## config.mk

```make
export PLATFORM = sky130hd
export DESIGN_NAME = uart_ring_buffer_front
export DESIGN_NICKNAME = d
export VERILOG_FILES = /design/src/hw/rtl/urbf_pkg.sv /design/src/hw/rtl/urbf_ctrl.sv /design/src/hw/rtl/urbf_datapath.sv /design/src/hw/rtl/uart_ring_buffer_front.sv
export SDC_FILE = /design/constraint.sdc
export NUM_CORES = 1
export LEC_CHECK = 0
export ABC_AREA = 1
export BUFFER_PORTS_ARGS = -buffer_cell sky130_fd_sc_hd__clkbuf_2
export CORE_ASPECT_RATIO = 2
export CORE_MARGIN = 5
export CORE_UTILIZATION = 48
export DETAILED_ROUTE_END_ITERATION = 6
export PLACE_DENSITY = 0.66
export SLEW_MARGIN = 30
export SYNTH_ARGS = -nofsm -noshare
export SYNTH_HDL_FRONTEND = slang
export SYNTH_SLANG_ARGS = --single-unit
```

## constraint.sdc

```tcl
create_clock -name clk -period 2.85 [get_ports clk]
set_input_delay 0.855 -clock clk [delete_from_list [all_inputs] [get_ports clk]]
set_output_delay 0.855 -clock clk [all_outputs]
set_load 0.05 [all_outputs]
```

## src/hw/rtl/urbf_pkg.sv

```systemverilog
`timescale 1ns / 1ps
`default_nettype none

package urbf_pkg;

  // opcodes of an input item
  localparam logic [2:0] OP_READ  = 3'd0;
  localparam logic [2:0] OP_WRITE = 3'd1;
  localparam logic [2:0] OP_RECV  = 3'd2;
  localparam logic [2:0] OP_READY = 3'd3;
  localparam logic [2:0] OP_FLUSH = 3'd4;

  // input item
  typedef struct packed {
    logic [2:0] opcode;
    logic [7:0] byte_in;
  } in_item_t;

  // result item
  typedef struct packed {
    logic       read_valid;
    logic [7:0] read_data;
    logic [5:0] rx_count;
    logic       tx_valid;
    logic [7:0] tx_byte;
    logic       write_accepted;
    logic       rx_dropped;
  } out_item_t;

  // controller to datapath
  typedef struct packed {
    logic capture;
    logic do_read;
    logic do_write_direct;
    logic do_write_queue;
    logic do_recv;
    logic do_ready_pop;
    logic do_ready_free;
    logic do_flush;
    logic load_out;
  } cmd_t;

  // datapath to controller
  typedef struct packed {
    logic [2:0] op;
    logic       rx_empty;
    logic       tx_empty;
    logic       tx_full;
    logic       tx_free;
  } sts_t;

endpackage

`default_nettype wire

```

## src/hw/rtl/urbf_ctrl.sv

```systemverilog
`timescale 1ns / 1ps
`default_nettype none

module urbf_ctrl (
  input  wire logic           clk,
  input  wire logic           rst_n,
  input  wire logic           in_valid,
  output logic                in_stall,
  output logic                out_valid,
  input  wire logic           out_stall,
  input  wire urbf_pkg::sts_t sts,
  output urbf_pkg::cmd_t      cmd
);
  import urbf_pkg::*;

  localparam logic [1:0] S_IDLE = 2'd0;
  localparam logic [1:0] S_EXEC = 2'd1;
  localparam logic [1:0] S_OUT  = 2'd2;

  logic [1:0] state_r;
  logic [1:0] state_nxt;

  assign in_stall  = (state_r != S_IDLE);
  assign out_valid = (state_r == S_OUT);

  // sequencing: take item, execute, hold result until taken
  always_comb begin
    state_nxt = state_r;
    unique case (state_r)
      S_IDLE: if (in_valid) state_nxt = S_EXEC;
      S_EXEC: state_nxt = S_OUT;
      S_OUT:  if (!out_stall) state_nxt = S_IDLE;
      default: state_nxt = S_IDLE;
    endcase
  end

  always_ff @(posedge clk) begin
    if (!rst_n) begin
      state_r <= S_IDLE;
    end else begin
      state_r <= state_nxt;
    end
  end

  // opcode decode during execute
  always_comb begin
    cmd         = '0;
    cmd.capture = (state_r == S_IDLE) && in_valid;
    if (state_r == S_EXEC) begin
      cmd.load_out = 1'b1;
      unique case (sts.op)
        OP_READ:  cmd.do_read = !sts.rx_empty;
        OP_WRITE: begin
          if (sts.tx_empty && sts.tx_free) begin
            cmd.do_write_direct = 1'b1;
          end else if (!sts.tx_full) begin
            cmd.do_write_queue = 1'b1;
          end
        end
        OP_RECV:  cmd.do_recv = 1'b1;
        OP_READY: begin
          cmd.do_ready_pop  = !sts.tx_empty;
          cmd.do_ready_free = sts.tx_empty;
        end
        OP_FLUSH: cmd.do_flush = 1'b1;
        default:  cmd.load_out = 1'b1;
      endcase
    end
  end

  // an accepted item always goes to execute next
  a_accept_exec: assert property (@(posedge clk) disable iff (!rst_n)
    (in_valid && !in_stall) |=> (state_r == S_EXEC))
    else $error("accepted item did not enter execute");

  // execute is always followed by a pending result
  a_exec_out: assert property (@(posedge clk) disable iff (!rst_n)
    (state_r == S_EXEC) |=> out_valid)
    else $error("no result after execute");

  // at most one transmit command is issued: a host write is sent directly or queued, never both
  a_write_excl: assert property (@(posedge clk) disable iff (!rst_n)
    $onehot0({cmd.do_write_direct, cmd.do_write_queue, cmd.do_ready_pop, cmd.do_ready_free}))
    else $error("conflicting transmit commands");

  // no new item is taken while a result waits
  a_no_accept_out: assert property (@(posedge clk) disable iff (!rst_n)
    out_valid |-> in_stall)
    else $error("input taken while result pending");

endmodule

`default_nettype wire

```

## src/hw/rtl/urbf_datapath.sv

```systemverilog
`timescale 1ns / 1ps
`default_nettype none

module urbf_datapath #(
  parameter int RX_DEPTH = 64,
  parameter int TX_DEPTH = 64
) (
  input  wire logic               clk,
  input  wire logic               rst_n,
  input  wire urbf_pkg::cmd_t     cmd,
  input  wire urbf_pkg::in_item_t in_item,
  output urbf_pkg::sts_t          sts,
  output urbf_pkg::out_item_t     out_item
);
  import urbf_pkg::*;

  localparam int RPW = $clog2(RX_DEPTH);
  localparam int TPW = $clog2(TX_DEPTH);

  logic [2:0]     op_r;
  logic [7:0]     byte_r;
  logic [RPW-1:0] rx_wp_r, rx_wp_nxt, rx_rp_r, rx_rp_nxt, rx_wp_inc, rx_rp_inc;
  logic [TPW-1:0] tx_wp_r, tx_wp_nxt, tx_rp_r, tx_rp_nxt, tx_wp_inc, tx_rp_inc;
  logic           tx_free_r, tx_free_nxt;
  logic           drop;
  logic [7:0]     rx_rd_data_r, tx_rd_data_r;
  logic [RPW:0]   rx_cnt_wide;
  logic [RPW-1:0] rx_cnt;
  logic [31:0]    rx_cnt_ext;
  out_item_t      out_r;

  logic [7:0] rx_mem [RX_DEPTH];
  logic [7:0] tx_mem [TX_DEPTH];

  // item capture
  always_ff @(posedge clk) begin
    if (cmd.capture) begin
      op_r   <= in_item.opcode;
      byte_r <= in_item.byte_in;
    end
  end

  // ring memories, read at the head while the item is captured
  always_ff @(posedge clk) begin
    if (cmd.do_recv) rx_mem[rx_wp_r] <= byte_r;
    if (cmd.capture) rx_rd_data_r <= rx_mem[rx_rp_r];
  end

  always_ff @(posedge clk) begin
    if (cmd.do_write_queue) tx_mem[tx_wp_r] <= byte_r;
    if (cmd.capture) tx_rd_data_r <= tx_mem[tx_rp_r];
  end

  // wrapping pointer increments
  assign rx_wp_inc = (rx_wp_r == RPW'(RX_DEPTH - 1)) ? '0 : rx_wp_r + 1'b1;
  assign rx_rp_inc = (rx_rp_r == RPW'(RX_DEPTH - 1)) ? '0 : rx_rp_r + 1'b1;
  assign tx_wp_inc = (tx_wp_r == TPW'(TX_DEPTH - 1)) ? '0 : tx_wp_r + 1'b1;
  assign tx_rp_inc = (tx_rp_r == TPW'(TX_DEPTH - 1)) ? '0 : tx_rp_r + 1'b1;

  // status to controller
  assign sts.op       = op_r;
  assign sts.rx_empty = (rx_wp_r == rx_rp_r);
  assign sts.tx_empty = (tx_wp_r == tx_rp_r);
  assign sts.tx_full  = (tx_wp_inc == tx_rp_r);
  assign sts.tx_free  = tx_free_r;

  // receive ring pointer update, oldest entry dropped when full, flush empties the ring
  always_comb begin
    rx_wp_nxt = rx_wp_r;
    rx_rp_nxt = rx_rp_r;
    drop      = 1'b0;
    if (cmd.do_read) rx_rp_nxt = rx_rp_inc;
    if (cmd.do_recv) begin
      rx_wp_nxt = rx_wp_inc;
      if (rx_wp_inc == rx_rp_r) begin
        rx_rp_nxt = rx_rp_inc;
        drop      = 1'b1;
      end
    end
    if (cmd.do_flush) begin
      rx_wp_nxt = '0;
      rx_rp_nxt = '0;
    end
  end

  // transmit ring and transmitter state
  always_comb begin
    tx_wp_nxt   = tx_wp_r;
    tx_rp_nxt   = tx_rp_r;
    tx_free_nxt = tx_free_r;
    if (cmd.do_write_direct) tx_free_nxt = 1'b0;
    if (cmd.do_write_queue) tx_wp_nxt = tx_wp_inc;
    if (cmd.do_ready_pop) begin
      tx_rp_nxt   = tx_rp_inc;
      tx_free_nxt = 1'b0;
    end
    if (cmd.do_ready_free) tx_free_nxt = 1'b1;
  end

  always_ff @(posedge clk) begin
    if (!rst_n) begin
      rx_wp_r   <= '0;
      rx_rp_r   <= '0;
      tx_wp_r   <= '0;
      tx_rp_r   <= '0;
      tx_free_r <= 1'b1;
    end else begin
      rx_wp_r   <= rx_wp_nxt;
      rx_rp_r   <= rx_rp_nxt;
      tx_wp_r   <= tx_wp_nxt;
      tx_rp_r   <= tx_rp_nxt;
      tx_free_r <= tx_free_nxt;
    end
  end

  // receive count after this item
  assign rx_cnt_wide = ({1'b0, rx_wp_nxt} + (RPW + 1)'(RX_DEPTH)) - {1'b0, rx_rp_nxt};
  assign rx_cnt      = (rx_wp_nxt >= rx_rp_nxt) ? (rx_wp_nxt - rx_rp_nxt)
                                                 : rx_cnt_wide[RPW-1:0];
  assign rx_cnt_ext  = 32'(rx_cnt);

  // result register
  always_ff @(posedge clk) begin
    if (cmd.load_out) begin
      out_r.read_valid     <= cmd.do_read;
      out_r.read_data      <= cmd.do_read ? rx_rd_data_r : 8'd0;
      out_r.rx_count       <= rx_cnt_ext[5:0];
      out_r.tx_valid       <= cmd.do_write_direct | cmd.do_ready_pop;
      out_r.tx_byte        <= cmd.do_write_direct ? byte_r :
                              cmd.do_ready_pop    ? tx_rd_data_r : 8'd0;
      out_r.write_accepted <= cmd.do_write_direct | cmd.do_write_queue;
      out_r.rx_dropped     <= drop;
    end
  end

  assign out_item = out_r;

endmodule

`default_nettype wire

```

## src/hw/rtl/uart_ring_buffer_front.sv

```systemverilog
// Buffered front of a serial port: a receive ring and a transmit ring.
// Input channel (in_valid / in_stall / in_item) carries one item: an opcode
// (host read, host write, byte received, transmitter ready, flush) and a
// data byte. Every item yields exactly one result item on the output
// channel (out_valid / out_stall / out_item), carrying the popped byte, the
// byte handed to the transmitter, write acceptance, the overwrite flag and
// the receive count after the item.
// Each accepted item passes the capture / execute / result sequence of the
// controller, with one registered read of each ring memory; no new item is
// accepted until the result of the last one has been taken.
// in_stall is high from acceptance until the result has been taken; while
// out_stall is high the result holds and no new item is accepted.
// Reset (rst_n low, synchronous) empties both rings, marks the transmitter
// free and drops any pending result; ring contents are not cleared.
`timescale 1ns / 1ps
`default_nettype none

module uart_ring_buffer_front #(
  parameter int RX_DEPTH = 64,
  parameter int TX_DEPTH = 64
) (
  input  wire logic               clk,
  input  wire logic               rst_n,
  input  wire logic               in_valid,
  output logic                    in_stall,
  input  wire urbf_pkg::in_item_t in_item,
  output logic                    out_valid,
  input  wire logic               out_stall,
  output urbf_pkg::out_item_t     out_item
);
  import urbf_pkg::*;

  cmd_t cmd;
  sts_t sts;

  urbf_ctrl u_ctrl (
    .clk       (clk),
    .rst_n     (rst_n),
    .in_valid  (in_valid),
    .in_stall  (in_stall),
    .out_valid (out_valid),
    .out_stall (out_stall),
    .sts       (sts),
    .cmd       (cmd)
  );

  urbf_datapath #(
    .RX_DEPTH (RX_DEPTH),
    .TX_DEPTH (TX_DEPTH)
  ) u_datapath (
    .clk      (clk),
    .rst_n    (rst_n),
    .cmd      (cmd),
    .in_item  (in_item),
    .sts      (sts),
    .out_item (out_item)
  );

endmodule

`default_nettype wire
```

# After elaboration in Yosys (flattened, before gate mapping)
# Memory sizes are Yosys's and may differ from the RTL's. A register that Yosys moved wholly into a read port is not among the register bits.
# Index checks and enable logic that the tools add are counted.
[word_totals]
memories = 2
mem_bits_rw = 1024
out_inout_bits = 28
wordCells = 86
regBits = 64
in_bits = 15
[classes]
add_sub_neg = 7
n_lt_le_gt_ge = 1
n_mux = 32
eq_ne = 16
n_bitwise = 3
n_reduce_logical = 10
[memory_table]
columns = ["name", "depth", "word_bits", "rd", "rd_ports_with_merged_regs", "write_ports", "line", "text"]
rows = [
  ["u_datapath.rx_mem", 64, 8, 1, 1, 1, "urbf_datapath.sv:32", "logic [7:0] rx_mem [RX_DEPTH];"],
  ["u_datapath.tx_mem", 64, 8, 1, 1, 1, "urbf_datapath.sv:33", "logic [7:0] tx_mem [TX_DEPTH];"],
]
[op_table]
columns = ["operator", "count"]
rows = [
  ["6-bit two-way mux", 11],
  ["6-bit by 1-bit adder with 6-bit output, second input constant", 5],
  ["6-bit == test", 4],
  ["6-bit == test, second input constant", 4],
  ["8-bit two-way mux", 3],
  ["1-bit two-way mux", 13],
  ["6-bit subtractor", 2],
  ["2-bit two-way mux", 4],
  ["3-bit by 2-bit == test with 1-bit output, second input constant", 2],
  ["6-bit greater-or-equal comparator", 1],
  ["2-bit case mux with 3 select lines", 1],
  ["2-bit != test, second input constant", 2],
  ["2-bit nonzero test", 2],
  ["3-bit by 1-bit == test with 1-bit output, second input constant", 1],
  ["3-bit == test, second input constant", 1],
  ["3-bit logical NOT", 1],
  ["2-bit by 1-bit == test with 1-bit output, second input constant", 1],
  ["2-bit == test, second input constant", 1],
  ["1-bit logical AND", 2],
  ["1-bit logical NOT", 2],
  ["2-bit logical NOT", 1],
  ["1-bit OR", 2],
  ["2-bit AND reduction", 1],
  ["2-bit OR reduction", 1],
  ["1-bit NOT", 1],
]

# Longest topological paths before layout
[logic_depth]
ltp_word = 13
depth_mapped = 23
depth_no_buf = 23

# Modules after synthesis
# Synthesis repeated with hierarchy kept, for this count alone.
[unflattened]
cells_unflattened = 3514
hier_area_um2 = 44406.3
[modules_own_cells]
columns = ["module", "n_inst", "seq_area_each_um2", "area_per_inst_um2", "cells_each"]
rows = [
  ["urbf_datapath", 1, 32841.5, 44222.4, 3478],
  ["urbf_ctrl", 1, 40.0, 183.9, 36],
]

# Least setup slack after synthesis
# Ideal clock, no wire load.
[synth_timing]
path_kind = "register to register"
startpoint = "register u_datapath.rx_wp_r[0]"
endpoint = "register u_datapath.out_r, in the netlist u_datapath.out_item[16] (data pin)"
setup_ps = 253
required_time_ps = 2597
stages_incl_launch_ff = 23
t_arrival_ps = 2661
setup_slack_ps = -63
period_less_slack_ps = 2913
path_buffers = 0
cell_sequence = "dfxtp_1 > ha_1 > nand2_1 > inv_1 > nand3_1 > nand2_1 > nand2_1 > nand2_1 > nor2_1 > nand3_1 > nand2_2 > nand2_1 > nand2_1 > nand3_1 > ha_1 > a21oi_1 > o21ai_0 > nand2_1 > nand2_1 > a21oi_1 > xnor2_1 > nand3b_1 > nand2_1"
[synth_via]
elab_chain_cells = 10
elab_cells_between_ends = 19
cone_classes = "add/sub (4); order compare (1); eq/ne (3); mux (10); reduce/logical (1)"
[synth_rtl]
columns = ["item", "line", "text"]
rows = [
  ["start: declaration", "urbf_datapath.sv:22", "logic [RPW-1:0] rx_wp_r, rx_wp_nxt, rx_rp_r, rx_rp_nxt, rx_wp_inc, rx_rp_inc;"],
  ["start signal: assignment", "urbf_datapath.sv:108", "rx_wp_r <= rx_wp_nxt;"],
  ["parallel branches: the longest is 9 deep, another holds 6-bit by 1-bit adder with 6-bit output", "--", ""],
  ["6-bit two-way mux *", "urbf_datapath.sv:118", "assign rx_cnt = (rx_wp_nxt >= rx_rp_nxt) ? (rx_wp_nxt - rx_rp_nxt)"],
  ["named net u_datapath.rx_cnt[5]", "urbf_datapath.sv:28", "logic [RPW-1:0] rx_cnt;"],
  ["end: declaration", "urbf_datapath.sv:30", "out_item_t out_r;"],
]
# Mark *: on every way through the listed nets, which the timed path passes.
# A chain may end at the register's enable or synchronous reset.

# Final worst setup path
[layout_timing]
startpoint = "register u_datapath.rx_wp_r[1]"
endpoint = "register u_datapath.out_r, in the netlist u_datapath.out_item[16] (data pin)"
# The elaborated chain is that of the path after synthesis.

==> summary.md <==
| Metric | Value |
|---|---|
| Post-route ant nets | `0` |
| Async SR Flop Fraction | `0%` |
| DIE HEIGHT | `about 440 microns` |
| CTS tree | `yes` |
| Total Nets Final | `3755` |
| Largest cells by area after synthesis | `edfxtp_1 (73%), nor2_1 (6.0%), o21ai_0 (5.8%)` |
| CP cell instances | `ha_4, nand2_1, nand2_1, nand3_1, nor2_2, nand2_2, nor2_2, nand3_2, nand2_4, nand2_2, nand2_2, nand3_2, ha_4, a21oi_4, o21ai_2, nand2_1, nand2_2, a21oi_2, xnor2_1, nand3b_1, nand2_1` |
| Clk Latency, worst-skew pair | `between 0.6 and 0.7 ns` |
| Top delay family on crit path | `simple AND/OR/NAND/NOR gates` |
| Clock skew | `about 0.013 ns` |
| TritonCTS Buffers | `between 90 and 100` |
| Detailed-route DRC error count | `0` |
| Row count | `~160` |
| Placed cell areas | `about 0.048 sq mm` |
| Inst Count DP | `a little under 5000` |
| Leak pwr | `roughly 17 nW` |
| Vias | `about 29000` |
| Hold_buf cts | `0` |
| Fin worst setup slack | `-0.191 ns` |
| Slew Viols, Final | `0` |
| CP endpoint kind | `register` |
| Largest net degree at the start of global routing | `between 100 and 150` |
| Worst Path Max Fanout | `4` |
| CP Class | `reg2reg` |
| Die ar. | `~0.1 sq mm` |
| Total Wirelength | `around 120000 microns` |
| Min Tclk post-route | `around 3.0 ns` |
| Fin area | `just over 0.05 sq mm` |
| Final Util | `a little under three fifths` |
| Worst EP required | `around 3.3 ns` |
| Max-cap violations | `0` |
| Dominant synthesized flop cell | `edfxtp_1` |
| Initial antenna violation count | `2` |
| #FFs+latches synth | `between 1000 and 1500` |
| Die width | `225 microns` |
| Slew margin rel. | `between 30% and 40%` |
| # clock sinks | `approximately 1100` |
| Yosys top cell area share | `about three quarters` |
| Drt first pass iters | `6` |
| HPWL after DPL | `~76000 microns` |
| Clock Tree Buf Depth | `3` |
| Worst slew pin tran | `1.02 ns` |
| Layout cells sized above 1 | `between 10% and 20%` |
| Min-delay worst type | `in2reg` |
| Worst path slowest cell | `dfxtp_2` |
| Peak supply drop | `around 0.00051 V` |
| Place WS | `-0.354 ns` |
| H-tree depth | `3` |
| Largest stage delay on the critical path | `~0.34 ns` |
| RSZ-0062 raised after global routing | `yes` |
| Peak Freq | `329 MHz` |
| Total power per unit cell area | `just over 600 mW/mm^2` |
| Final cell count without fillers | `between 4000 and 5000` |
| Arrival time worst endpoint | `~3.5 ns` |
| Ports | `43` |
| DR iter-0 viols | `between 2000 and 3000` |
| Placeable Area | `about 0.092 sq mm` |
| WL/cell | `~24 microns` |
| Clk root buf | `clkbuf_16` |
| Mapped Nets | `approximately 3500` |
| Avg Inst Size Synth | `12.6 sq um` |
| Gpl congestion | `0.916` |
| Vias in the first global route | `28500` |
| Final Power | `about 0.032 W` |
| Dominant cell type by area after synthesis | `edfxtp_1` |
| Vias/cell | `approximately 5.8` |
| Syn-to-layout area delta | `16.1%` |
| IO buf count | `42` |
| Sequential area share after synthesis | `roughly 74%` |
| Final Setup Violations | `4` |
| Gr ovfl total | `0` |
| Status | `finished with violations` |
| Distinct cells, synth | `40` |
| Starting Density | `48.3%` |
| Number of synthesized flops with an enable pin | `about 1100` |
| Yosys warning count | `0` |
| Post-Syn Area | `~0.044 sq mm` |
| GRT Total Usage | `a little under a quarter` |
| Mapped Cells | `3499` |
| Reg clk slew, reported paths | `approximately 0.07 ns` |
| Final Cycle Share | `107%` |
| Global-route wire length before repair | `~180000 microns` |
| Failing checks | `negative setup slack` |
| Buffers plus inverters on the worst setup path | `0` |
| Final hold viol count | `0` |
| Crit path launch type | `register` |
placed cells by master (no fill, tap or decap), types with 3 or more instances in the layout:
cell        synthesis  routed
a21oi_1            39      37
buf_12              0      30
buf_4               2     290
bufinv_16           0      16
clkbuf_1          171      11
clkbuf_16           0      94
clkbuf_2            1      42
clkinv_1            4      16
clkinv_2            0      20
clkinv_4            0       4
clkinvlp_4          0       3
dfxtp_1            27      18
dfxtp_2             0       4
dfxtp_4             0       5
edfxtp_1         1077    1077
ha_1                9       4
ha_4                0       4
inv_1              69      62
inv_2               5       8
inv_6               0      11
nand2_1           302     292
nand2_2             2      10
nand2_8             0       4
nand3_1           137     132
nand3_2             3       5
nand3_4             0       3
nand4_1            23      23
nor2_1            702     663
nor2_2              1      39
nor3_1             25      25
o2111ai_1          27      27
o211ai_1           21      21
o21ai_0           515     513
o221ai_1           74      74
o22a_1              5       5
o22ai_1           169     169
o311ai_0            5       5
xnor2_1             4       3
xor2_1             10       9
report_power, final:
| group | internal, W | leakage (nW) | switching (W) |
|---|---|---|---|
| Combinational | 0.000182 | 5.96 | 0.000526 |
| Sequential | 0.0179 | 9.94 | 0.0000562 |
| Clock | 0.00753 | 1.55 | 0.00576 |
| Total | 0.0256 | 17.4 | 0.00635 |
area by class of cell:
type                       instances  area (sq um)
antenna                            1          2.50
clock buffer                     105          2390
clock inverter                    63           763
fill                            7492         40200
inverter                          78           310
multi-input combinational       2089         10400
sequential                      1104         32900
tap                             1192          1490
timing repair buffer             365          3030
per-stage QoR:
step,TNS [ns],hold slack [ns]
floorplan,0,0.496
global placement,-1.00,0.541
detailed placement,-1.27,0.550
CTS,-0.0790,0.297
global route,-1.19,0.315
finish,-0.386,0.353
layer usage:
| layer | routed length [microns] | vias up | global-route usage (%) |
|---|---|---|---|
| met4 | 7200 | 2 | 13.0 |
| li1 | - | 13400 | - |
| met5 | 13 | - | 0 |
| met3 | 5430 | 275 | 2.79 |
| met1 | 39700 | 14200 | 25.0 |
| met2 | 65900 | 969 | 44.9 |
kinds of logic (layout without fill, tap and decap cells):
logic type | count (synthesis) | count (layout) | share of synthesized area (%)
flip-flops | 1104 | 1104 | 74.4
AO/OA/AOI/OAI | 860 | 860 | 11.3
buffers and inverters | 306 | 611 | 2.73
AND/OR/NAND/NOR | 1205 | 1205 | 11.0
adder cells (fa/ha/maj) | 10 | 10 | 0.300
other | 0 | 1 | 0
XOR/XNOR | 14 | 14 | 0.277
registers in the layout (all words and copies together) (netlist names):
name and count:
u_datapath.rx_rp_r 6, u_ctrl.state_r 2, u_datapath.byte_r 8, u_datapath.op_r 3
u_datapath.out_item 26, u_datapath.tx_mem 512, u_datapath.tx_rp_r 6, u_datapath.tx_free_r 1
u_datapath.rx_wp_r 6, u_datapath.rx_mem 512, u_datapath.tx_wp_r 6, u_datapath.rx_rd_data_r 8
u_datapath.tx_rd_data_r 8
worst paths after layout:
path | end | slack [ns] | start | cells past startpoint
hold / removal | u_datapath.byte_r[0] | 0.35 | in_item[0] | 1
setup / recovery | u_datapath.out_item[16] | -0.19 | u_datapath.rx_wp_r[1] | 21
setup reg to reg | u_datapath.out_item[16] | -0.19 | u_datapath.rx_wp_r[1] | 21
hold reg to reg | u_datapath.out_item[19] | 0.56 | u_datapath.rx_rd_data_r[2] | 2
cell usage after synthesis (25+ instances only):
cell          n
edfxtp_1   1077
nor2_1      702
o21ai_0     515
nand2_1     302
clkbuf_1    171
o22ai_1     169
nand3_1     137
o221ai_1     74
inv_1        69
buf_2        40
a21oi_1      39
dfxtp_1      27
o2111ai_1    27
nor3_1       25
repair_timing:
item / 4_1_cts / 5_1_grt
setup endpoints to repair: 12 / 267
resized for setup: 35 / 54
cloned: 0 / 0
pin swaps: 12 / 13
setup buffers: 24 / 2
Note: power is estimated with default switching activity, not from simulation.
